==> src/sv/mcam_pkg.sv <==
// Shared constants and codes for the multi-channel alarm manager.
// No dependencies; imported by multi_channel_alarm_manager.
package mcam_pkg;

    localparam int CHANNELS = 4;          // channels in use, 1 to 4
    localparam int LANES    = 4;          // limit lanes per 64-bit limit word
    localparam int LANE_W   = 16;         // Q8.8 limit width

    // Alarm levels
    localparam logic [1:0] LVL_NONE  = 2'd0;
    localparam logic [1:0] LVL_WARN  = 2'd1;
    localparam logic [1:0] LVL_ALARM = 2'd2;
    localparam logic [1:0] LVL_TECH  = 2'd3;

    // Request kinds carried in s_axis_tuser
    typedef enum logic [1:0] {
        REQ_SAMPLE    = 2'd0,
        REQ_SET_TECH  = 2'd1,
        REQ_CLR_TECH  = 2'd2,
        REQ_ACK       = 2'd3
    } t_req;

    // Configuration register indexes
    typedef enum logic [2:0] {
        CFG_ENABLE    = 3'd0,
        CFG_AUTO_RST  = 3'd1,
        CFG_ALARM_LO  = 3'd2,
        CFG_ALARM_HI  = 3'd3,
        CFG_WARN_LO   = 3'd4,
        CFG_WARN_HI   = 3'd5
    } t_cfg_reg;

endpackage

==> src/sv/multi_channel_alarm_manager.sv <==
// Multi-channel alarm manager: per-channel alarm state, limit checks and LED masks.
// Depends on mcam_pkg.
//
// Usage
//   Request channel (s_axis_*): one transaction is one request. tuser carries the
//   request kind (process sample, set technical, clear technical, acknowledge);
//   tdata carries channel, Q8.8 sample, fault code and the millisecond time.
//   Result channel (m_axis_*): exactly one transaction per request. tuser flags
//   whether the channel index was in range; tdata holds the addressed channel's
//   level, flags, error code and raise time plus the warning-LED, alarm-LED and
//   output-enable masks of all channels, taken after the request is applied.
//   Configuration channel (i_cfg_*): register index and 64-bit data, always ready;
//   indexes six and seven are accepted and dropped. Write only while idle.
// Timing
//   A request is captured in an input register and resolved in one pass of
//   compare and update logic into the result register once that register is
//   free or being read. One request per cycle is sustained while m_axis_tready
//   stays high; the rate is set by that single input-to-result stage.
// Reset and stall
//   Synchronous active-low reset clears all limits, masks and channel state.
//   While the receiver holds m_axis_tready low the result is held, the input
//   register takes one more request, then s_axis_tready drops until it drains.
module multi_channel_alarm_manager
    import mcam_pkg::*;
(
    input  logic        i_clk,
    input  logic        i_rst_n,

    input  logic        s_axis_tvalid,
    output logic        s_axis_tready,
    // [2:0] channel, [18:3] sample, [26:19] fault_code, [58:27] now_ms, [63:59] zero
    input  logic [63:0] s_axis_tdata,
    // [1:0] req_type
    input  logic [1:0]  s_axis_tuser,

    output logic        m_axis_tvalid,
    input  logic        m_axis_tready,
    // [1:0] level, [2] is_active, [3] is_acked, [11:4] error_out,
    // [43:12] raised_at_ms, [47:44] warning_leds, [51:48] alarm_leds,
    // [55:52] output_enables
    output logic [55:0] m_axis_tdata,
    // [0] index_ok
    output logic [0:0]  m_axis_tuser,

    input  logic        i_cfg_valid,
    output logic        o_cfg_ready,
    input  logic [2:0]  i_cfg_index,
    input  logic [63:0] i_cfg_data
);

    // Configuration registers
    logic [3:0]  r_en_mask;
    logic [3:0]  r_auto_mask;
    logic [63:0] r_alarm_lo;
    logic [63:0] r_alarm_hi;
    logic [63:0] r_warn_lo;
    logic [63:0] r_warn_hi;

    // Channel state
    logic [1:0]  r_level   [CHANNELS];
    logic [7:0]  r_error   [CHANNELS];
    logic [31:0] r_raised  [CHANNELS];
    logic        r_active  [CHANNELS];
    logic        r_acked   [CHANNELS];

    logic [1:0]  n_level   [CHANNELS];
    logic [7:0]  n_error   [CHANNELS];
    logic [31:0] n_raised  [CHANNELS];
    logic        n_active  [CHANNELS];
    logic        n_acked   [CHANNELS];

    // Input register
    logic               r_in_vld;
    t_req               r_in_req;
    logic [2:0]         r_in_chan;
    logic signed [15:0] r_in_sample;
    logic [7:0]         r_in_code;
    logic [31:0]        r_in_now;

    // Result register
    logic        r_out_vld;
    logic [55:0] r_out_data;
    logic        r_out_ok;

    logic        adv;
    logic        ok;
    logic [1:0]  ch;
    logic [1:0]  smp_lvl;
    logic signed [15:0] lim_al, lim_ah, lim_wl, lim_wh;
    logic [3:0]  n_wl, n_al, n_oe;
    logic [55:0] n_out_data;

    assign adv           = r_in_vld && (!r_out_vld || m_axis_tready);
    assign s_axis_tready = !r_in_vld || adv;
    assign m_axis_tvalid = r_out_vld;
    assign m_axis_tdata  = r_out_data;
    assign m_axis_tuser  = r_out_ok;
    assign o_cfg_ready   = 1'b1;

    assign ok = (r_in_chan < 3'(CHANNELS));
    assign ch = r_in_chan[1:0];

    // Limits of the addressed lane
    assign lim_al = r_alarm_lo[{ch, 4'h0} +: LANE_W];
    assign lim_ah = r_alarm_hi[{ch, 4'h0} +: LANE_W];
    assign lim_wl = r_warn_lo[{ch, 4'h0} +: LANE_W];
    assign lim_wh = r_warn_hi[{ch, 4'h0} +: LANE_W];

    always_comb begin
        if (r_in_sample <= lim_al || r_in_sample >= lim_ah) begin
            smp_lvl = LVL_ALARM;
        end else if (r_in_sample <= lim_wl || r_in_sample >= lim_wh) begin
            smp_lvl = LVL_WARN;
        end else begin
            smp_lvl = LVL_NONE;
        end
    end

    // State update for the addressed channel
    always_comb begin
        for (int c = 0; c < CHANNELS; c++) begin
            n_level[c]  = r_level[c];
            n_error[c]  = r_error[c];
            n_raised[c] = r_raised[c];
            n_active[c] = r_active[c];
            n_acked[c]  = r_acked[c];
        end
        if (ok) begin
            case (r_in_req)
                REQ_SAMPLE: begin
                    if (r_en_mask[ch]) begin
                        if (smp_lvl > r_level[ch]) begin
                            n_level[ch]  = smp_lvl;
                            n_error[ch]  = 8'd0;
                            n_raised[ch] = r_in_now;
                            n_active[ch] = 1'b1;
                            n_acked[ch]  = 1'b0;
                        end else if (smp_lvl < r_level[ch] && r_auto_mask[ch]) begin
                            n_level[ch]  = smp_lvl;
                            n_active[ch] = (smp_lvl != LVL_NONE);
                        end
                    end
                end
                REQ_SET_TECH: begin
                    n_level[ch]  = LVL_TECH;
                    n_error[ch]  = r_in_code;
                    n_raised[ch] = r_in_now;
                    n_active[ch] = 1'b1;
                    n_acked[ch]  = 1'b0;
                end
                REQ_CLR_TECH: begin
                    if (r_level[ch] == LVL_TECH) begin
                        n_active[ch] = 1'b0;
                        if (r_auto_mask[ch]) begin
                            n_level[ch] = LVL_NONE;
                            n_error[ch] = 8'd0;
                        end
                    end
                end
                REQ_ACK: begin
                    n_acked[ch] = 1'b1;
                    if (!r_auto_mask[ch] && !r_active[ch]) begin
                        n_level[ch] = LVL_NONE;
                        n_error[ch] = 8'd0;
                    end
                end
                default: begin
                end
            endcase
        end
    end

    // Masks over the updated state; unused channel bits stay zero
    always_comb begin
        n_wl = 4'd0;
        n_al = 4'd0;
        n_oe = 4'd0;
        for (int c = 0; c < CHANNELS; c++) begin
            if (n_active[c] && !n_acked[c]) begin
                n_wl[c] = (n_level[c] == LVL_WARN);
                n_al[c] = (n_level[c] >= LVL_ALARM);
            end
            n_oe[c] = (n_level[c] <= LVL_WARN);
        end
    end

    always_comb begin
        n_out_data = '0;
        if (ok) begin
            n_out_data[1:0]   = n_level[ch];
            n_out_data[2]     = n_active[ch];
            n_out_data[3]     = n_acked[ch];
            n_out_data[11:4]  = n_error[ch];
            n_out_data[43:12] = n_raised[ch];
        end
        n_out_data[47:44] = n_wl;
        n_out_data[51:48] = n_al;
        n_out_data[55:52] = n_oe;
    end

    // Configuration writes
    always_ff @(posedge i_clk) begin
        if (!i_rst_n) begin
            r_en_mask   <= '0;
            r_auto_mask <= '0;
            r_alarm_lo  <= '0;
            r_alarm_hi  <= '0;
            r_warn_lo   <= '0;
            r_warn_hi   <= '0;
        end else if (i_cfg_valid && o_cfg_ready) begin
            case (i_cfg_index)
                CFG_ENABLE:   r_en_mask   <= i_cfg_data[3:0];
                CFG_AUTO_RST: r_auto_mask <= i_cfg_data[3:0];
                CFG_ALARM_LO: r_alarm_lo  <= i_cfg_data;
                CFG_ALARM_HI: r_alarm_hi  <= i_cfg_data;
                CFG_WARN_LO:  r_warn_lo   <= i_cfg_data;
                CFG_WARN_HI:  r_warn_hi   <= i_cfg_data;
                default: begin
                end
            endcase
        end
    end

    // Channel state, committed when the request moves into the result register
    always_ff @(posedge i_clk) begin
        if (!i_rst_n) begin
            for (int c = 0; c < CHANNELS; c++) begin
                r_level[c]  <= LVL_NONE;
                r_error[c]  <= '0;
                r_raised[c] <= '0;
                r_active[c] <= 1'b0;
                r_acked[c]  <= 1'b0;
            end
        end else if (adv) begin
            for (int c = 0; c < CHANNELS; c++) begin
                r_level[c]  <= n_level[c];
                r_error[c]  <= n_error[c];
                r_raised[c] <= n_raised[c];
                r_active[c] <= n_active[c];
                r_acked[c]  <= n_acked[c];
            end
        end
    end

    // Input register
    always_ff @(posedge i_clk) begin
        if (!i_rst_n) begin
            r_in_vld <= 1'b0;
        end else if (s_axis_tready) begin
            r_in_vld <= s_axis_tvalid;
        end
    end

    always_ff @(posedge i_clk) begin
        if (s_axis_tvalid && s_axis_tready) begin
            r_in_req    <= t_req'(s_axis_tuser);
            r_in_chan   <= s_axis_tdata[2:0];
            r_in_sample <= s_axis_tdata[18:3];
            r_in_code   <= s_axis_tdata[26:19];
            r_in_now    <= s_axis_tdata[58:27];
        end
    end

    // Result register
    always_ff @(posedge i_clk) begin
        if (!i_rst_n) begin
            r_out_vld <= 1'b0;
        end else if (adv) begin
            r_out_vld <= 1'b1;
        end else if (m_axis_tready) begin
            r_out_vld <= 1'b0;
        end
    end

    always_ff @(posedge i_clk) begin
        if (adv) begin
            r_out_data <= n_out_data;
            r_out_ok   <= ok;
        end
    end

    // A channel at level none never reports an active condition
    for (genvar c = 0; c < CHANNELS; c++) begin : g_chk
        a_none_inactive: assert property (@(posedge i_clk) disable iff (!i_rst_n)
            (r_level[c] == LVL_NONE) |-> !r_active[c])
            else $error("channel at level none is active");
    end

    // A lit alarm LED means a level above warning, so that channel's output is off
    a_led_vs_enable: assert property (@(posedge i_clk) disable iff (!i_rst_n)
        r_out_vld |-> ((r_out_data[51:48] & r_out_data[55:52]) == 4'd0 &&
                       (r_out_data[47:44] & r_out_data[51:48]) == 4'd0))
        else $error("alarm LED set on an enabled or warning channel");

    // Out-of-range requests report zeroed channel fields
    a_bad_index_zero: assert property (@(posedge i_clk) disable iff (!i_rst_n)
        (r_out_vld && !r_out_ok) |-> (r_out_data[43:0] == 44'd0))
        else $error("out-of-range result carries channel fields");

    // Each committed request produces a pending result on the next edge
    a_commit_result: assert property (@(posedge i_clk) disable iff (!i_rst_n)
        adv |=> r_out_vld)
        else $error("committed request lost its result");

endmodule

==> config.mk <==
export PLATFORM = sky130hd
export DESIGN_NAME = multi_channel_alarm_manager
export DESIGN_NICKNAME = d
export VERILOG_FILES = /design/src/sv/mcam_pkg.sv /design/src/sv/multi_channel_alarm_manager.sv
export SDC_FILE = /design/constraint.sdc
export NUM_CORES = 2
export LEC_CHECK = 0
export ABC_AREA = 1
export BUFFER_PORTS_ARGS = -buffer_cell sky130_fd_sc_hd__clkbuf_2
export CAP_MARGIN = 30
export CORE_ASPECT_RATIO = 1.2
export CORE_MARGIN = 5
export CORE_UTILIZATION = 40
export CTS_BUF_LIST = sky130_fd_sc_hd__clkbuf_4 sky130_fd_sc_hd__clkbuf_8
export DETAILED_ROUTE_END_ITERATION = 10
export PLACE_DENSITY_LB_ADDON = 0.05
export SYNTH_ARGS = -nofsm -noshare
export SYNTH_HDL_FRONTEND = slang
export SYNTH_SLANG_ARGS = --single-unit
==> constraint.sdc <==
create_clock -name i_clk -period 5.37 [get_ports i_clk]
set_clock_uncertainty 0.1 [all_clocks]
set_input_delay 0.8055 -clock i_clk [delete_from_list [all_inputs] [get_ports i_clk]]
set_output_delay 0.8055 -clock i_clk [all_outputs]
set_load 0.03 [all_outputs]
==> results_dict.tcl <==
set metrics [dict create \
    outcome "complete, no violations" \
    fin_crit_ns 5.13 \
    post_synth_num_cell_types 46 \
    crit_path_end "m_axis_tdata[36]" \
    regArea_sq_mm 0.0141 \
    yosysWarnings 0 \
    r2r_start "r_in_chan[0]" \
    synth_area_leaders "edfxtp_1, dfxtp_1, nor2_1" \
    gp_congestion 0.912 \
    crit_required_ns 5.69 \
    syn_avg_cell_area_sq_um 7.80 \
    r2r_setup_slack_ns 0.24 \
    finalHoldViolations 0 \
    tightest_slew_ns 0.925 \
    syn_inst 3676 \
    io_pins 198 \
    grt_pass1_vias 26420 \
    drt-initial-drc-count 1960 \
    netSwitchingPower_w 0.00303 \
    drt_wl_total_mm 100 \
    reg2reg_depth 35 \
    multi_input_area_sq_mm 0.0125 \
    hp-start "s_axis_tdata[35]" \
    htreeDepth 3 \
    swShare 0.287 \
    vias_per_cell 5.39 \
    drt-pass1-iter-count 6 \
    cellPowerDensity_mw_per_mm2 307 \
    finalSetupViolCount 0 \
    crit_fanout 15 \
    syn_to_final_growth_pct 19.9 \
    grt_pass1_wl_mm 150 \
    wl_per_cell_um 20.3 \
    gr-usage-all-layers 0.249 \
    cts-root-buf "clkbuf_8" \
    fp-row-count 107 \
    clock-sinks 562 \
    startpoint "r_in_chan[0]" \
    numCtsBuffers 98 \
    drc 0 \
    ir_worst_vdd_v 0.000191 \
    timing.rr.end "m_axis_tdata[36]" \
    antenna_found_initial 12 \
    seq_power_share 0.461 \
    drive_gt1_frac 0.165 \
    fin_crit_sh 0.956 \
    die_h_um 303 \
    critPathMostFrequentCell "nand2_1" \
    io_buffer_count 191 \
    clock_latency_ns 0.70 \
    die_x_um 254 \
    max_cap_viol_count 0 \
    synth-seq-cells 562 \
    syn_area_sq_mm 0.0287 \
    clkPwrFrac 0.386 \
    grt_max_degree 143 \
    cts_tree "built" \
    cellLeakagePower_nw 14.5 \
    die_area_sq_mm 0.0772 \
    cp_slowest_cell "edfxtp_1" \
    cts_buffer_depth 3 \
    coreArea_sq_mm 0.0711 \
    slew_violations 0 \
    cp.arrival_ns 5.45 \
    combPwrFrac 0.153 \
    cp-end-kind "flop" \
    intPower_w 0.00753 \
    syn_nets 3880 \
    setup-tns-final_ns 0 \
    clk_pin_slew_ns 0.06 \
    slowest_delay_ns 0.41 \
    hold_slack_ns 0.173 \
    vias 26673 \
    grt-ovfl-total 0 \
    yosysTopAreaCell "edfxtp_1" \
    synth_top_area_frac 0.302 \
    start_util 0.403 \
    max_freq_mhz 195 \
    fillers 7062 \
    max_slew_margin 0.382 \
    hp-class "in2reg" \
    path_class "reg2reg" \
    ant_nets 0 \
    nets 4143 \
    hpwl_mm 64.8 \
    cp-start-kind "flop" \
    ys_seq_area_frac 0.493 \
]
[worst max-delay path, delay by kind of cell (launching register included)]
kind,cells,cell delay [ns]
flip-flops,1,0.41
AO/OA/AOI/OAI,10,1.64
AND/OR/NAND/NOR,11,0.87
buffers and inverters,12,1.34
adder cells (fa/ha/maj),2,0.48
[placed cells by master, fill, tap and decap left out, drive strengths merged, types with 4 or more instances in the layout]
master   instances
o22ai           83
a21oi          180
nand2          613
clkbuf         343
inv            420
a22oi            7
o221ai           9
a41oi            5
nand3           70
nor3             5
a22o            45
ha              66
buf            198
nand4            5
o21a             4
o211ai          58
edfxtp         288
dfxtp          274
a221oi          63
diode            5
clkinv          32
a2bb2oi          4
a31oi           10
nor2           694
o21ai          520
or2              6
[metrics by stage]
step | instances | total power [W] | area (sq um) | util | setup WS (ns)
after CTS | 4924 | 0.0106 | 33700 | 0.474 | 0.0525
after detailed placement | 4742 | 0.00649 | 31600 | 0.445 | -0.00737
after global routing | 4947 | 0.0111 | 34400 | 0.484 | -0.0317
after floorplan | 3676 | 0.00582 | 28700 | - | 0.134
after global placement | 4739 | 0.00645 | 31600 | 0.444 | 0.0268
final | 4950 | 0.0106 | 34400 | 0.484 | 0.238
[layer usage]
layer | vias up | wire length [um] | global-route usage
li1 | 12877 | - | -
met1 | 12625 | 40000 | 0.297
met2 | 894 | 50100 | 0.440
met3 | 267 | 5970 | 0.0438
met4 | 10 | 4280 | 0.107
met5 | - | 68 | 0
[how the worst min path moves through the flow]
stage                     end  slack (ns)  depth (start not counted)
2_1_floorplan  r_alarm_hi[16]        0.32                          2
3_3_place_gp   r_alarm_hi[38]        0.33                          2
3_5_place_dp   r_alarm_hi[34]        0.34                          2
4_1_cts           r_in_now[6]        0.10                          1
5_1_grt           r_in_now[8]        0.13                          1
6_report          r_in_now[8]        0.17                          1
[synthesized netlist by cell type (all sizes together)]
| master | instances |
|---|---|
| nand3b | 3 |
| nor2 | 694 |
| clkbuf | 203 |
| nor3b | 1 |
| a21oi | 180 |
| a22oi | 7 |
| or2 | 6 |
| a32oi | 1 |
| o21bai | 3 |
| conb | 1 |
| o211ai | 58 |
| a211oi | 1 |
| a22o | 45 |
| buf | 28 |
| a31oi | 10 |
| nand3 | 70 |
| a21boi | 3 |
| a41oi | 5 |
| nand2 | 613 |
| nand4 | 5 |
| a221oi | 63 |
| nor3 | 5 |
| a2bb2oi | 4 |
| o221ai | 9 |
| ha | 66 |
| o311ai | 1 |
| dfxtp | 274 |
| o21ai | 520 |
| inv | 420 |
| clkinv | 2 |
| o21a | 4 |
| edfxtp | 288 |
| o22ai | 83 |
[power groups by stage]
stage | Clock, W | Sequential (W) | Combinational (W)
floorplan | 0 | 0.00496 | 0.000866
global placement | 0 | 0.00495 | 0.00150
detailed placement | 0 | 0.00496 | 0.00154
CTS | 0.00420 | 0.00487 | 0.00155
global route | 0.00440 | 0.00489 | 0.00179
finish | 0.00408 | 0.00487 | 0.00162
[state kept, by name (all words and copies together) (netlist names), 16 cells and up, named ones only]
name,count
r_warn_lo,64
r_alarm_lo,64
m_axis_tdata,56
r_warn_hi,64
r_alarm_hi,64
r_raised,128
r_error,32
r_in_sample,16
r_in_now,32
[final cells by class]
class / instances / share of cell area
Tap cell: 926 / 0.0337
Antenna cell: 5 / 0.000364
Inverter: 422 / 0.0467
Clock inverter: 33 / 0.00557
Clock buffer: 147 / 0.0534
Timing Repair Buffer: 394 / 0.0852
Sequential cell: 562 / 0.411
Multi-Input combinational cell: 2461 / 0.364
[cell families after synthesis]
family / after synthesis / synth area share
simple gates: 1397 / 0.190
fa+ha+maj: 66 / 0.0288
other cells: 1 / 0.000131
compound gates: 997 / 0.202
buf+inv: 653 / 0.0869
flops: 562 / 0.493
[what timing repair did]
action                                 in CTS  in global routing
setup endpoints to repair                   3                122
endpoints found under the hold margin       0                  0
pin swaps                                   0                 12
buffers inserted                            2                 14
cloned                                      0                  6
gates resized for setup                     0                 88
hold buffers                                0                  0
Note: power is estimated with default switching activity, not from simulation.
